`config.mk`:
```
export PLATFORM = sky130hd
export DESIGN_NAME = second_order_lowpass_filter
export DESIGN_NICKNAME = d
export VERILOG_FILES = /design/src/hw/rtl/solpf_pkg.sv /design/src/hw/rtl/second_order_lowpass_filter.sv /design/src/hw/rtl/solpf_history.sv /design/src/hw/rtl/solpf_mac.sv /design/src/hw/rtl/solpf_scale.sv
export SDC_FILE = /design/constraint.sdc
export NUM_CORES = 1
export LEC_CHECK = 0
export ABC_CLOCK_PERIOD_IN_PS = 15060
export BUFFER_PORTS_ARGS = -buffer_cell sky130_fd_sc_hd__buf_2
export CAP_MARGIN = 20
export CORE_MARGIN = 5
export CORE_UTILIZATION = 40
export DETAILED_ROUTE_END_ITERATION = 10
export PLACE_DENSITY = 0.58
export SLEW_MARGIN = 40
export SYNTH_ARGS = -nofsm -noshare
export SYNTH_HDL_FRONTEND = slang
export SYNTH_SLANG_ARGS = --single-unit
```
`constraint.sdc`:
```
create_clock -name clk -period 15.06 [get_ports clk]
set_clock_uncertainty 0.2 [all_clocks]
set_input_delay 2.259 -clock clk [delete_from_list [all_inputs] [get_ports clk]]
set_output_delay 2.259 -clock clk [all_outputs]
set_load 0.03 [all_outputs]
```
`src/hw/rtl/solpf_pkg.sv`:
```
// ----------------------------------------------------------------------------
// solpf_pkg: shared definitions for the second-order low-pass filter
// Widths, register indexes, sequencer states and the control bundle that the
// top level hands to the two serial multiply units.
// ----------------------------------------------------------------------------
package solpf_pkg;

  // Default parameter values.
  localparam int SAMPLE_BITS_DEF    = 16;
  localparam int COEF_FRAC_BITS_DEF = 24;

  // Coefficient registers are always 32-bit signed fixed point.
  localparam int COEF_W = 32;

  // Bit counter for one pass over a coefficient.
  localparam int CNT_W = $clog2(COEF_W);

  // Headroom bits above the sample width in the feedback accumulator.
  localparam int ACC_GUARD_BITS = 5;

  // Configuration register indexes.
  localparam int CFG_IDX_W = 2;
  typedef enum logic [CFG_IDX_W-1:0] {
    REG_COEF_SCALE        = 2'd0,
    REG_COEF_FEEDBACK_ONE = 2'd1,
    REG_COEF_FEEDBACK_TWO = 2'd2,
    REG_COEF_FORWARD      = 2'd3
  } solpf_reg_t;

  // Sequencer states.
  typedef enum logic [2:0] {
    ST_IDLE,
    ST_MAC,
    ST_SLOAD,
    ST_SCALE,
    ST_DONE
  } solpf_state_t;

  // Control for one serial multiply unit.
  typedef struct packed {
    logic load;       // capture operands and clear the product
    logic step;       // consume one coefficient bit
    logic sign_step;  // the bit being consumed is the coefficient sign bit
  } solpf_ctl_t;

endpackage

```
`src/hw/rtl/second_order_lowpass_filter.sv`:
```
// ----------------------------------------------------------------------------
// second_order_lowpass_filter: fixed-point bilinear low-pass biquad
// Computes y = k0*(k1*y1 + k2*y2 + k3*(x + 2*x1 + x2)) per sample with
// bit-serial multipliers, rounding half up and saturating to the sample width.
// ----------------------------------------------------------------------------
// Each sample passes through these steps from one input transfer to the next:
// accept, a pass in which the 32-bit feedback and forward coefficients are
// shifted through the first serial multiplier one bit per cycle, hand the sum
// over, a pass for the overall scale k0 in the second serial multiplier, and
// round, saturate and load the output register once it is free.
// The output register lets
// the next sample be accepted while a result waits for its transfer. The
// coefficients are signed with COEF_FRAC_BITS fraction bits, reset to zero and
// should be written while the filter is idle; a write to them does not disturb
// the history taps, which clear at reset or through the clear flag of a sample.
// ----------------------------------------------------------------------------
module second_order_lowpass_filter #(
  parameter int SAMPLE_BITS    = solpf_pkg::SAMPLE_BITS_DEF,
  parameter int COEF_FRAC_BITS = solpf_pkg::COEF_FRAC_BITS_DEF
) (
  input  logic                            clk,
  input  logic                            rst_n,
  // Input channel
  input  logic                            in_valid,
  output logic                            in_ready,
  input  logic [SAMPLE_BITS-1:0]          in_sample_in,
  input  logic                            in_clear_history,
  // Result channel
  output logic                            out_valid,
  input  logic                            out_ready,
  output logic [SAMPLE_BITS-1:0]          out_sample_out,
  // Configuration port
  input  logic                            cfg_wr_en,
  input  logic [solpf_pkg::CFG_IDX_W-1:0] cfg_index,
  input  logic [solpf_pkg::COEF_W-1:0]    cfg_data
);
  import solpf_pkg::*;

  localparam int ACC_W = SAMPLE_BITS + ACC_GUARD_BITS + COEF_W;

  solpf_state_t state_r, state_nxt;
  logic [CNT_W-1:0] cnt_r, cnt_nxt;

  logic [COEF_W-1:0] coef_scale_r, coef_fb1_r, coef_fb2_r, coef_fwd_r;

  solpf_ctl_t mac_ctl, scl_ctl;
  logic       in_fire, res_load, last_bit;

  logic [SAMPLE_BITS-1:0] y1_eff, y2_eff, y_res;
  logic [SAMPLE_BITS+1:0] sum_eff;
  logic [ACC_W-1:0]       acc;

  logic                   out_valid_r;
  logic [SAMPLE_BITS-1:0] out_sample_r;

  // Coefficient registers.
  always_ff @(posedge clk) begin
    if (!rst_n) begin
      coef_scale_r <= '0;
      coef_fb1_r   <= '0;
      coef_fb2_r   <= '0;
      coef_fwd_r   <= '0;
    end else if (cfg_wr_en) begin
      case (solpf_reg_t'(cfg_index))
        REG_COEF_SCALE:        coef_scale_r <= cfg_data;
        REG_COEF_FEEDBACK_ONE: coef_fb1_r   <= cfg_data;
        REG_COEF_FEEDBACK_TWO: coef_fb2_r   <= cfg_data;
        REG_COEF_FORWARD:      coef_fwd_r   <= cfg_data;
        default: begin
        end
      endcase
    end
  end

  // Sequencer state and bit counter.
  always_ff @(posedge clk) begin
    if (!rst_n) begin
      state_r <= ST_IDLE;
      cnt_r   <= '0;
    end else begin
      state_r <= state_nxt;
      cnt_r   <= cnt_nxt;
    end
  end

  assign last_bit = (cnt_r == CNT_W'(COEF_W - 1));
  assign in_fire  = in_valid && in_ready;

  // Next state and unit controls.
  always_comb begin
    state_nxt = state_r;
    cnt_nxt   = cnt_r;
    in_ready  = 1'b0;
    res_load  = 1'b0;
    mac_ctl   = '0;
    scl_ctl   = '0;
    case (state_r)
      ST_IDLE: begin
        in_ready = 1'b1;
        if (in_valid) begin
          mac_ctl.load = 1'b1;
          cnt_nxt      = '0;
          state_nxt    = ST_MAC;
        end
      end
      ST_MAC: begin
        mac_ctl.step      = 1'b1;
        mac_ctl.sign_step = last_bit;
        cnt_nxt           = cnt_r + 1'b1;
        if (last_bit) begin
          state_nxt = ST_SLOAD;
        end
      end
      ST_SLOAD: begin
        scl_ctl.load = 1'b1;
        cnt_nxt      = '0;
        state_nxt    = ST_SCALE;
      end
      ST_SCALE: begin
        scl_ctl.step      = 1'b1;
        scl_ctl.sign_step = last_bit;
        cnt_nxt           = cnt_r + 1'b1;
        if (last_bit) begin
          state_nxt = ST_DONE;
        end
      end
      ST_DONE: begin
        if (!out_valid_r || out_ready) begin
          res_load  = 1'b1;
          state_nxt = ST_IDLE;
        end
      end
      default: begin
        state_nxt = ST_IDLE;
      end
    endcase
  end

  solpf_history #(
    .SAMPLE_BITS(SAMPLE_BITS)
  ) u_history (
    .clk    (clk),
    .rst_n  (rst_n),
    .accept (in_fire),
    .sample (in_sample_in),
    .clear  (in_clear_history),
    .y_wr   (res_load),
    .y_new  (y_res),
    .y1_eff (y1_eff),
    .y2_eff (y2_eff),
    .sum_eff(sum_eff)
  );

  solpf_mac #(
    .SAMPLE_BITS(SAMPLE_BITS)
  ) u_mac (
    .clk     (clk),
    .ctl     (mac_ctl),
    .coef_fb1(coef_fb1_r),
    .coef_fb2(coef_fb2_r),
    .coef_fwd(coef_fwd_r),
    .y1      (y1_eff),
    .y2      (y2_eff),
    .sum     (sum_eff),
    .acc     (acc)
  );

  solpf_scale #(
    .SAMPLE_BITS   (SAMPLE_BITS),
    .COEF_FRAC_BITS(COEF_FRAC_BITS)
  ) u_scale (
    .clk       (clk),
    .ctl       (scl_ctl),
    .coef_scale(coef_scale_r),
    .acc       (acc),
    .y         (y_res)
  );

  // Output register; a finished result waits here for its transfer.
  always_ff @(posedge clk) begin
    if (!rst_n) begin
      out_valid_r <= 1'b0;
    end else if (res_load) begin
      out_valid_r <= 1'b1;
    end else if (out_ready) begin
      out_valid_r <= 1'b0;
    end
  end

  always_ff @(posedge clk) begin
    if (res_load) begin
      out_sample_r <= y_res;
    end
  end

  assign out_valid      = out_valid_r;
  assign out_sample_out = out_sample_r;

  // An accepted sample always starts the feedback pass.
  a_accept_starts_mac: assert property (@(posedge clk) disable iff (!rst_n)
    in_fire |=> (state_r == ST_MAC))
    else $error("accepted sample did not start the feedback pass");

  // A finished result is never held back once the output register is free.
  a_done_loads_output: assert property (@(posedge clk) disable iff (!rst_n)
    ((state_r == ST_DONE) && (!out_valid_r || out_ready)) |=> out_valid_r)
    else $error("finished result was not loaded into the output register");

  // A new result only appears at the end of a sample's computation.
  a_result_from_done: assert property (@(posedge clk) disable iff (!rst_n)
    $rose(out_valid_r) |-> ($past(state_r) == ST_DONE))
    else $error("result appeared outside the final sequencer state");

endmodule

```
`src/hw/rtl/solpf_history.sv`:
```
// ----------------------------------------------------------------------------
// solpf_history: input and output delay taps
// Holds x1, x2, y1, y2, applies the clear flag and forms the operands of the
// feedback pass for the sample being accepted.
// ----------------------------------------------------------------------------
module solpf_history #(
  parameter int SAMPLE_BITS = solpf_pkg::SAMPLE_BITS_DEF
) (
  input  logic                   clk,
  input  logic                   rst_n,
  input  logic                   accept,
  input  logic [SAMPLE_BITS-1:0] sample,
  input  logic                   clear,
  input  logic                   y_wr,
  input  logic [SAMPLE_BITS-1:0] y_new,
  output logic [SAMPLE_BITS-1:0] y1_eff,
  output logic [SAMPLE_BITS-1:0] y2_eff,
  output logic [SAMPLE_BITS+1:0] sum_eff
);
  import solpf_pkg::*;

  logic [SAMPLE_BITS-1:0] x1_r, x2_r, y1_r, y2_r;
  logic [SAMPLE_BITS-1:0] x1_eff, x2_eff;

  // A clear makes the current sample see zero history.
  assign x1_eff = clear ? '0 : x1_r;
  assign x2_eff = clear ? '0 : x2_r;
  assign y1_eff = clear ? '0 : y1_r;
  assign y2_eff = clear ? '0 : y2_r;

  // Forward input sum x + 2*x1 + x2, sign-extended to its full width.
  assign sum_eff = {{2{sample[SAMPLE_BITS-1]}}, sample}
                 + {x1_eff[SAMPLE_BITS-1], x1_eff, 1'b0}
                 + {{2{x2_eff[SAMPLE_BITS-1]}}, x2_eff};

  // Input taps shift on a transfer; output taps shift when the result is final.
  always_ff @(posedge clk) begin
    if (!rst_n) begin
      x1_r <= '0;
      x2_r <= '0;
      y1_r <= '0;
      y2_r <= '0;
    end else if (accept) begin
      x1_r <= sample;
      x2_r <= x1_eff;
      y1_r <= y1_eff;
      y2_r <= y2_eff;
    end else if (y_wr) begin
      y1_r <= y_new;
      y2_r <= y1_r;
    end
  end

endmodule

```
`src/hw/rtl/solpf_mac.sv`:
```
// ----------------------------------------------------------------------------
// solpf_mac: bit-serial feedback and forward multiply-accumulate
// Forms k1*y1 + k2*y2 + k3*sum with the three coefficients shifted out one
// bit per cycle, least significant first, into a shared accumulator.
// ----------------------------------------------------------------------------
module solpf_mac #(
  parameter int SAMPLE_BITS = solpf_pkg::SAMPLE_BITS_DEF
) (
  input  logic                         clk,
  input  solpf_pkg::solpf_ctl_t        ctl,
  input  logic [solpf_pkg::COEF_W-1:0] coef_fb1,
  input  logic [solpf_pkg::COEF_W-1:0] coef_fb2,
  input  logic [solpf_pkg::COEF_W-1:0] coef_fwd,
  input  logic [SAMPLE_BITS-1:0]       y1,
  input  logic [SAMPLE_BITS-1:0]       y2,
  input  logic [SAMPLE_BITS+1:0]       sum,
  output logic [SAMPLE_BITS+solpf_pkg::ACC_GUARD_BITS+solpf_pkg::COEF_W-1:0] acc
);
  import solpf_pkg::*;

  localparam int SUM_W = SAMPLE_BITS + 2;
  localparam int HI_W  = SAMPLE_BITS + ACC_GUARD_BITS;
  localparam int ACC_W = HI_W + COEF_W;

  logic [COEF_W-1:0]      k1_r, k2_r, k3_r;
  logic [SAMPLE_BITS-1:0] y1_r, y2_r;
  logic [SUM_W-1:0]       sum_r;
  logic [ACC_W-1:0]       acc_r, acc_nxt;
  logic [HI_W-1:0]        term, top;

  // Partial product for this bit; the sign bit carries negative weight.
  always_comb begin
    term = '0;
    if (k1_r[0]) begin
      term = term + {{(HI_W-SAMPLE_BITS){y1_r[SAMPLE_BITS-1]}}, y1_r};
    end
    if (k2_r[0]) begin
      term = term + {{(HI_W-SAMPLE_BITS){y2_r[SAMPLE_BITS-1]}}, y2_r};
    end
    if (k3_r[0]) begin
      term = term + {{(HI_W-SUM_W){sum_r[SUM_W-1]}}, sum_r};
    end
    if (ctl.sign_step) begin
      term = -term;
    end
    top     = acc_r[ACC_W-1 -: HI_W] + term;
    acc_nxt = {top[HI_W-1], top, acc_r[COEF_W-1:1]};
  end

  // Operand capture and one shift-add per cycle while stepping.
  always_ff @(posedge clk) begin
    if (ctl.load) begin
      k1_r  <= coef_fb1;
      k2_r  <= coef_fb2;
      k3_r  <= coef_fwd;
      y1_r  <= y1;
      y2_r  <= y2;
      sum_r <= sum;
      acc_r <= '0;
    end else if (ctl.step) begin
      k1_r  <= {1'b0, k1_r[COEF_W-1:1]};
      k2_r  <= {1'b0, k2_r[COEF_W-1:1]};
      k3_r  <= {1'b0, k3_r[COEF_W-1:1]};
      acc_r <= acc_nxt;
    end
  end

  assign acc = acc_r;

endmodule

```
`src/hw/rtl/solpf_scale.sv`:
```
// ----------------------------------------------------------------------------
// solpf_scale: bit-serial overall scale, rounding and saturation
// Multiplies the accumulated sum by k0 one coefficient bit per cycle, then
// rounds half up to an integer sample and clamps it to the sample range.
// ----------------------------------------------------------------------------
module solpf_scale #(
  parameter int SAMPLE_BITS    = solpf_pkg::SAMPLE_BITS_DEF,
  parameter int COEF_FRAC_BITS = solpf_pkg::COEF_FRAC_BITS_DEF
) (
  input  logic                         clk,
  input  solpf_pkg::solpf_ctl_t        ctl,
  input  logic [solpf_pkg::COEF_W-1:0] coef_scale,
  input  logic [SAMPLE_BITS+solpf_pkg::ACC_GUARD_BITS+solpf_pkg::COEF_W-1:0] acc,
  output logic [SAMPLE_BITS-1:0]       y
);
  import solpf_pkg::*;

  localparam int ACC_W  = SAMPLE_BITS + ACC_GUARD_BITS + COEF_W;
  localparam int HI_W   = ACC_W + 1;
  localparam int PROD_W = HI_W + COEF_W;
  localparam int SHIFT  = 2 * COEF_FRAC_BITS;
  localparam int QW     = PROD_W - SHIFT;
  localparam int RND_W  = QW + 1;
  localparam int UP_W   = RND_W - SAMPLE_BITS + 1;

  logic [COEF_W-1:0] k0_r;
  logic [ACC_W-1:0]  mult_r;
  logic [PROD_W-1:0] prod_r, prod_nxt;
  logic [HI_W-1:0]   term, top;
  logic [QW-1:0]     quot;
  logic [RND_W-1:0]  rnd;
  logic [UP_W-1:0]   upper;

  // Shift-add step; the coefficient sign bit subtracts.
  always_comb begin
    term = '0;
    if (k0_r[0]) begin
      term = {mult_r[ACC_W-1], mult_r};
    end
    if (ctl.sign_step) begin
      term = -term;
    end
    top      = prod_r[PROD_W-1 -: HI_W] + term;
    prod_nxt = {top[HI_W-1], top, prod_r[COEF_W-1:1]};
  end

  always_ff @(posedge clk) begin
    if (ctl.load) begin
      k0_r   <= coef_scale;
      mult_r <= acc;
      prod_r <= '0;
    end else if (ctl.step) begin
      k0_r   <= {1'b0, k0_r[COEF_W-1:1]};
      prod_r <= prod_nxt;
    end
  end

  // Round half up: drop the fraction and add its top bit.
  assign quot  = prod_r[PROD_W-1:SHIFT];
  assign rnd   = {quot[QW-1], quot} + {{QW{1'b0}}, prod_r[SHIFT-1]};
  assign upper = rnd[RND_W-1:SAMPLE_BITS-1];

  // Clamp to the signed sample range.
  always_comb begin
    if ((&upper) || !(|upper)) begin
      y = rnd[SAMPLE_BITS-1:0];
    end else if (rnd[RND_W-1]) begin
      y = {1'b1, {(SAMPLE_BITS-1){1'b0}}};
    end else begin
      y = {1'b0, {(SAMPLE_BITS-1){1'b1}}};
    end
  end

endmodule
```
==> metrics.csv <==
stage,metric,value,unit
status,outcome,completed,
synth,Synth Net Count,3625,
drt,routed wire length,75.24,mm
synth,Mapped Cells,3420,
setup_path,WP buf/inv,1,
clock_tree,CTS Buf Count,66,
timing,Tcrit/Tclk final,0.5358,
final_layout,number of fill cells in the layout,7342,
global_route,vias in the first global route,22240,
clock_tree,count of cells resized by post-cts repair,0,
timing,final slew viol count,0,
clock_tree,clk buf depth,3,
setup_path,Reg2Reg Launch Point,u_mac.k1_r[0],
synth,#FFs+latches synth,552,
power,leak pwr,13.25,nW
final_layout,Final Util,0.4484,
power,Switching Fraction,0.2781,
hold_path,Hold EP,u_scale.mult_r[0],
clock_tree,CTS tree,built,
place,DP HPWL,50.72,mm
clock_tree,H-tree depth,3,
synth,synthesized area per cell,8.908,µm²
timing,highest clock rate,0.1239,GHz
place,GPL Wtd Cong,0.8825,
global_route,total track usage,0.1799,
power,PD cells,117.4,nW/µm²
setup_path,Crit path max-delay family,compound AO/OA/AOI/OAI gates,
job,max cap viols,0,
global_route,gr ovfl total,0,
power,Internal Pwr Total,2.877,mW
hold_path,hold crit path type,reg -> reg,
final_layout,nets,3618,
setup_path,Slowest cell on crit path,fa_1,
die,row count,101,
setup_path,Critical Path RT,15390,ps
drt,Residual DRC,0,
synth,ys flop type,dfxtp_1,
drt,TritonRoute pass-1 iters,5,
timing,Final min period,8069,ps
clock_tree,number of clock sinks,552,
drt,number of vias per cell,5.288,
die,Core ar.,75700,µm²
timing,setup TNS,0,ps
hold_path,hold path cells,0,
global_route,first-pass GRT wire length,121.8,mm
setup_path,Max Fanout on Critical Path,36,
synth,asr flop ratio synth,0,
clock_tree,clk_lat worst skew,620,ps
setup_path,Reg-to-Reg End,u_mac.acc[51],
timing,endpoints failing setup,0,
final_layout,Layout Area Growth over Synthesis,11.41,%
clock_tree,root buf cell,clkbuf_16,
power,sequential power share,0.431,
clock_tree,CTS hold repair buffers,0,
setup_path,Setup CP Type,reg -> reg,
setup_path,flop2flop setup slack,6990,ps
setup_path,Reg2Reg Depth,37,
final_layout,max FFs per register,53,
hold_path,hold_sp,u_mac.acc[0],
drt,ANT nets after route,0,
power,peak supply drop,0.08857,mV
drt,routed via count,23500,
power,"Power, Total",3.986,mW
die,die area,81780,µm²
setup_path,Critical Path AT,8400,ps
final_layout,register name with the most flops,u_scale.prod_r,
timing,final hold viol count,0,
synth,"Seq/Total Area, Yosys",0.4436,
global_route,pin count of the biggest net entering global routing,93,
setup_path,Most Frequent Cell on Critical Path,nand2_1,
synth,Mapped Area,30470,µm²
clock_tree,Post-CTS Setup Inserts,0,
power,power share of the clock group,0.411,
setup_path,CP endpoint kind,register,
setup_path,CP max stage delay,450,ps
place,PortBufs,73,
die,initial core utilization,0.4025,
setup_path,startpoint types,register,
drt,Iteration-0 DRC Markers,1374,
timing,Worst-Margin Slew,813.9,ps
timing,slew margin rel.,0.4574,
die,IO Count,74,
die,Die Wd,286.0,µm
global_route,initial antenna violation count,3,
die,height of the chip,286.0,µm
final_layout,share of post-route cells with drive strength above 1,0.08225,
synth,post-synthesis cell type count,94,
power,share of total power in combinational logic,0.157,
synth,Post-synth EDFFs,246,
clock_tree,"Reg clk slew, reported paths",50,ps
drt,Avg WL per Cell,16.93,µm
synth,Synth Warn #,0,
power,net switching power,1.108,mW
timing,RSZ-0062 raised after global routing,false,
[layout make-up]
type	count	area, µm²	share of cell area
timing repair buffer	104	619.3	0.01825
inverter	56	215.2	0.006341
clock buffer	84	1759	0.05183
antenna	1	2.502	0.00007373
sequential	552	13510	0.3981
multi-input combinational	2633	16100	0.4744
clock inverter	36	508.0	0.01497
tap	978	1224	0.03605
[per-stage QoR]
| step | setup WS (ps) | hold WS, ps | instance area, µm² | cells |
|---|---|---|---|---|
| after floorplan | 7369 | 207.9 | 30470 | 3420 |
| after global placement | 7168 | 224.5 | 31640 | 4323 |
| after detailed placement | 7107 | 232.4 | 31650 | 4323 |
| after CTS | 7061 | 245.7 | 33920 | 4443 |
| after global routing | 6340 | 249.8 | 33940 | 4444 |
| final | 6991 | 239.0 | 33940 | 4444 |
[synth_stat cells (20+ instances only)]
master	count	area share
edfxtp_1	246	0.24
and3_1	36	0.0074
nor3_1	54	0.0089
a21boi_0	172	0.042
inv_1	56	0.0069
mux2_2	35	0.013
and2_1	42	0.0086
nand2_1	900	0.11
o31ai_1	23	0.0057
nor2_1	131	0.016
ha_1	128	0.053
dfxtp_1	306	0.20
a21o_1	44	0.011
nand2b_1	26	0.0053
nand3_1	87	0.014
xnor2_1	107	0.031
mux2i_1	29	0.0095
a21oi_1	144	0.024
clkbuf_1	157	0.019
a31oi_1	25	0.0051
a22oi_1	21	0.0052
fa_1	21	0.014
o21ai_0	144	0.024
xor2_1	64	0.018
a22o_1	20	0.0057
nor2b_1	99	0.020
[routing by layer]
| metal | GRT usage | wire [µm] | up-vias |
|---|---|---|---|
| met5 | 0 | 40 | - |
| met4 | 0.04787 | 1415 | 4 |
| met3 | 0.02892 | 3428 | 94 |
| met2 | 0.2840 | 33440 | 440 |
| met1 | 0.2580 | 36920 | 10990 |
| li1 | - | - | 11970 |
[cell usage in the layout (no fill, tap or decap), types with 98 or more instances in the layout]
cell and n:
nor2b_1 98, nor2_1 127, xnor2_1 107, a21oi_1 143, ha_1 128, dfxtp_1 306
a21boi_0 172, nand2_1 898, edfxtp_1 246, o21ai_0 144
[worst max path at each step]
stage	startpoint	end	slack [ps]	depth (start not counted)
after detailed placement	u_mac.k1_r[0]	u_mac.acc[51]	7110	37
final	u_mac.k1_r[0]	u_mac.acc[51]	6990	37
after global placement	u_mac.k1_r[0]	u_mac.acc[51]	7170	37
after floorplan	u_mac.k1_r[0]	u_mac.acc[51]	7370	41
after global routing	u_mac.k1_r[0]	u_mac.acc[51]	6340	37
after CTS	u_mac.k1_r[0]	u_mac.acc[51]	7060	37
[kinds of logic after synthesis]
family | count (synthesis) | synth area share
AND/OR/NAND/NOR | 1491 | 0.2204
flip-flops | 552 | 0.4436
adder cells (fa/ha/maj) | 151 | 0.06707
XOR/XNOR | 171 | 0.04916
buffers and inverters | 235 | 0.03019
AO/OA/AOI/OAI | 753 | 0.1660
multiplexers | 67 | 0.02370
[power by group through the flow]
stage | sequential (mW) | clock (mW) | combinational [mW]
global route | 1.73 | 1.74 | 0.707
CTS | 1.72 | 1.69 | 0.629
global placement | 1.75 | 0 | 0.623
finish | 1.72 | 1.64 | 0.627
floorplan | 1.73 | 0 | 0.482
detailed placement | 1.75 | 0 | 0.625
Note: power is estimated with default switching activity, not from simulation.
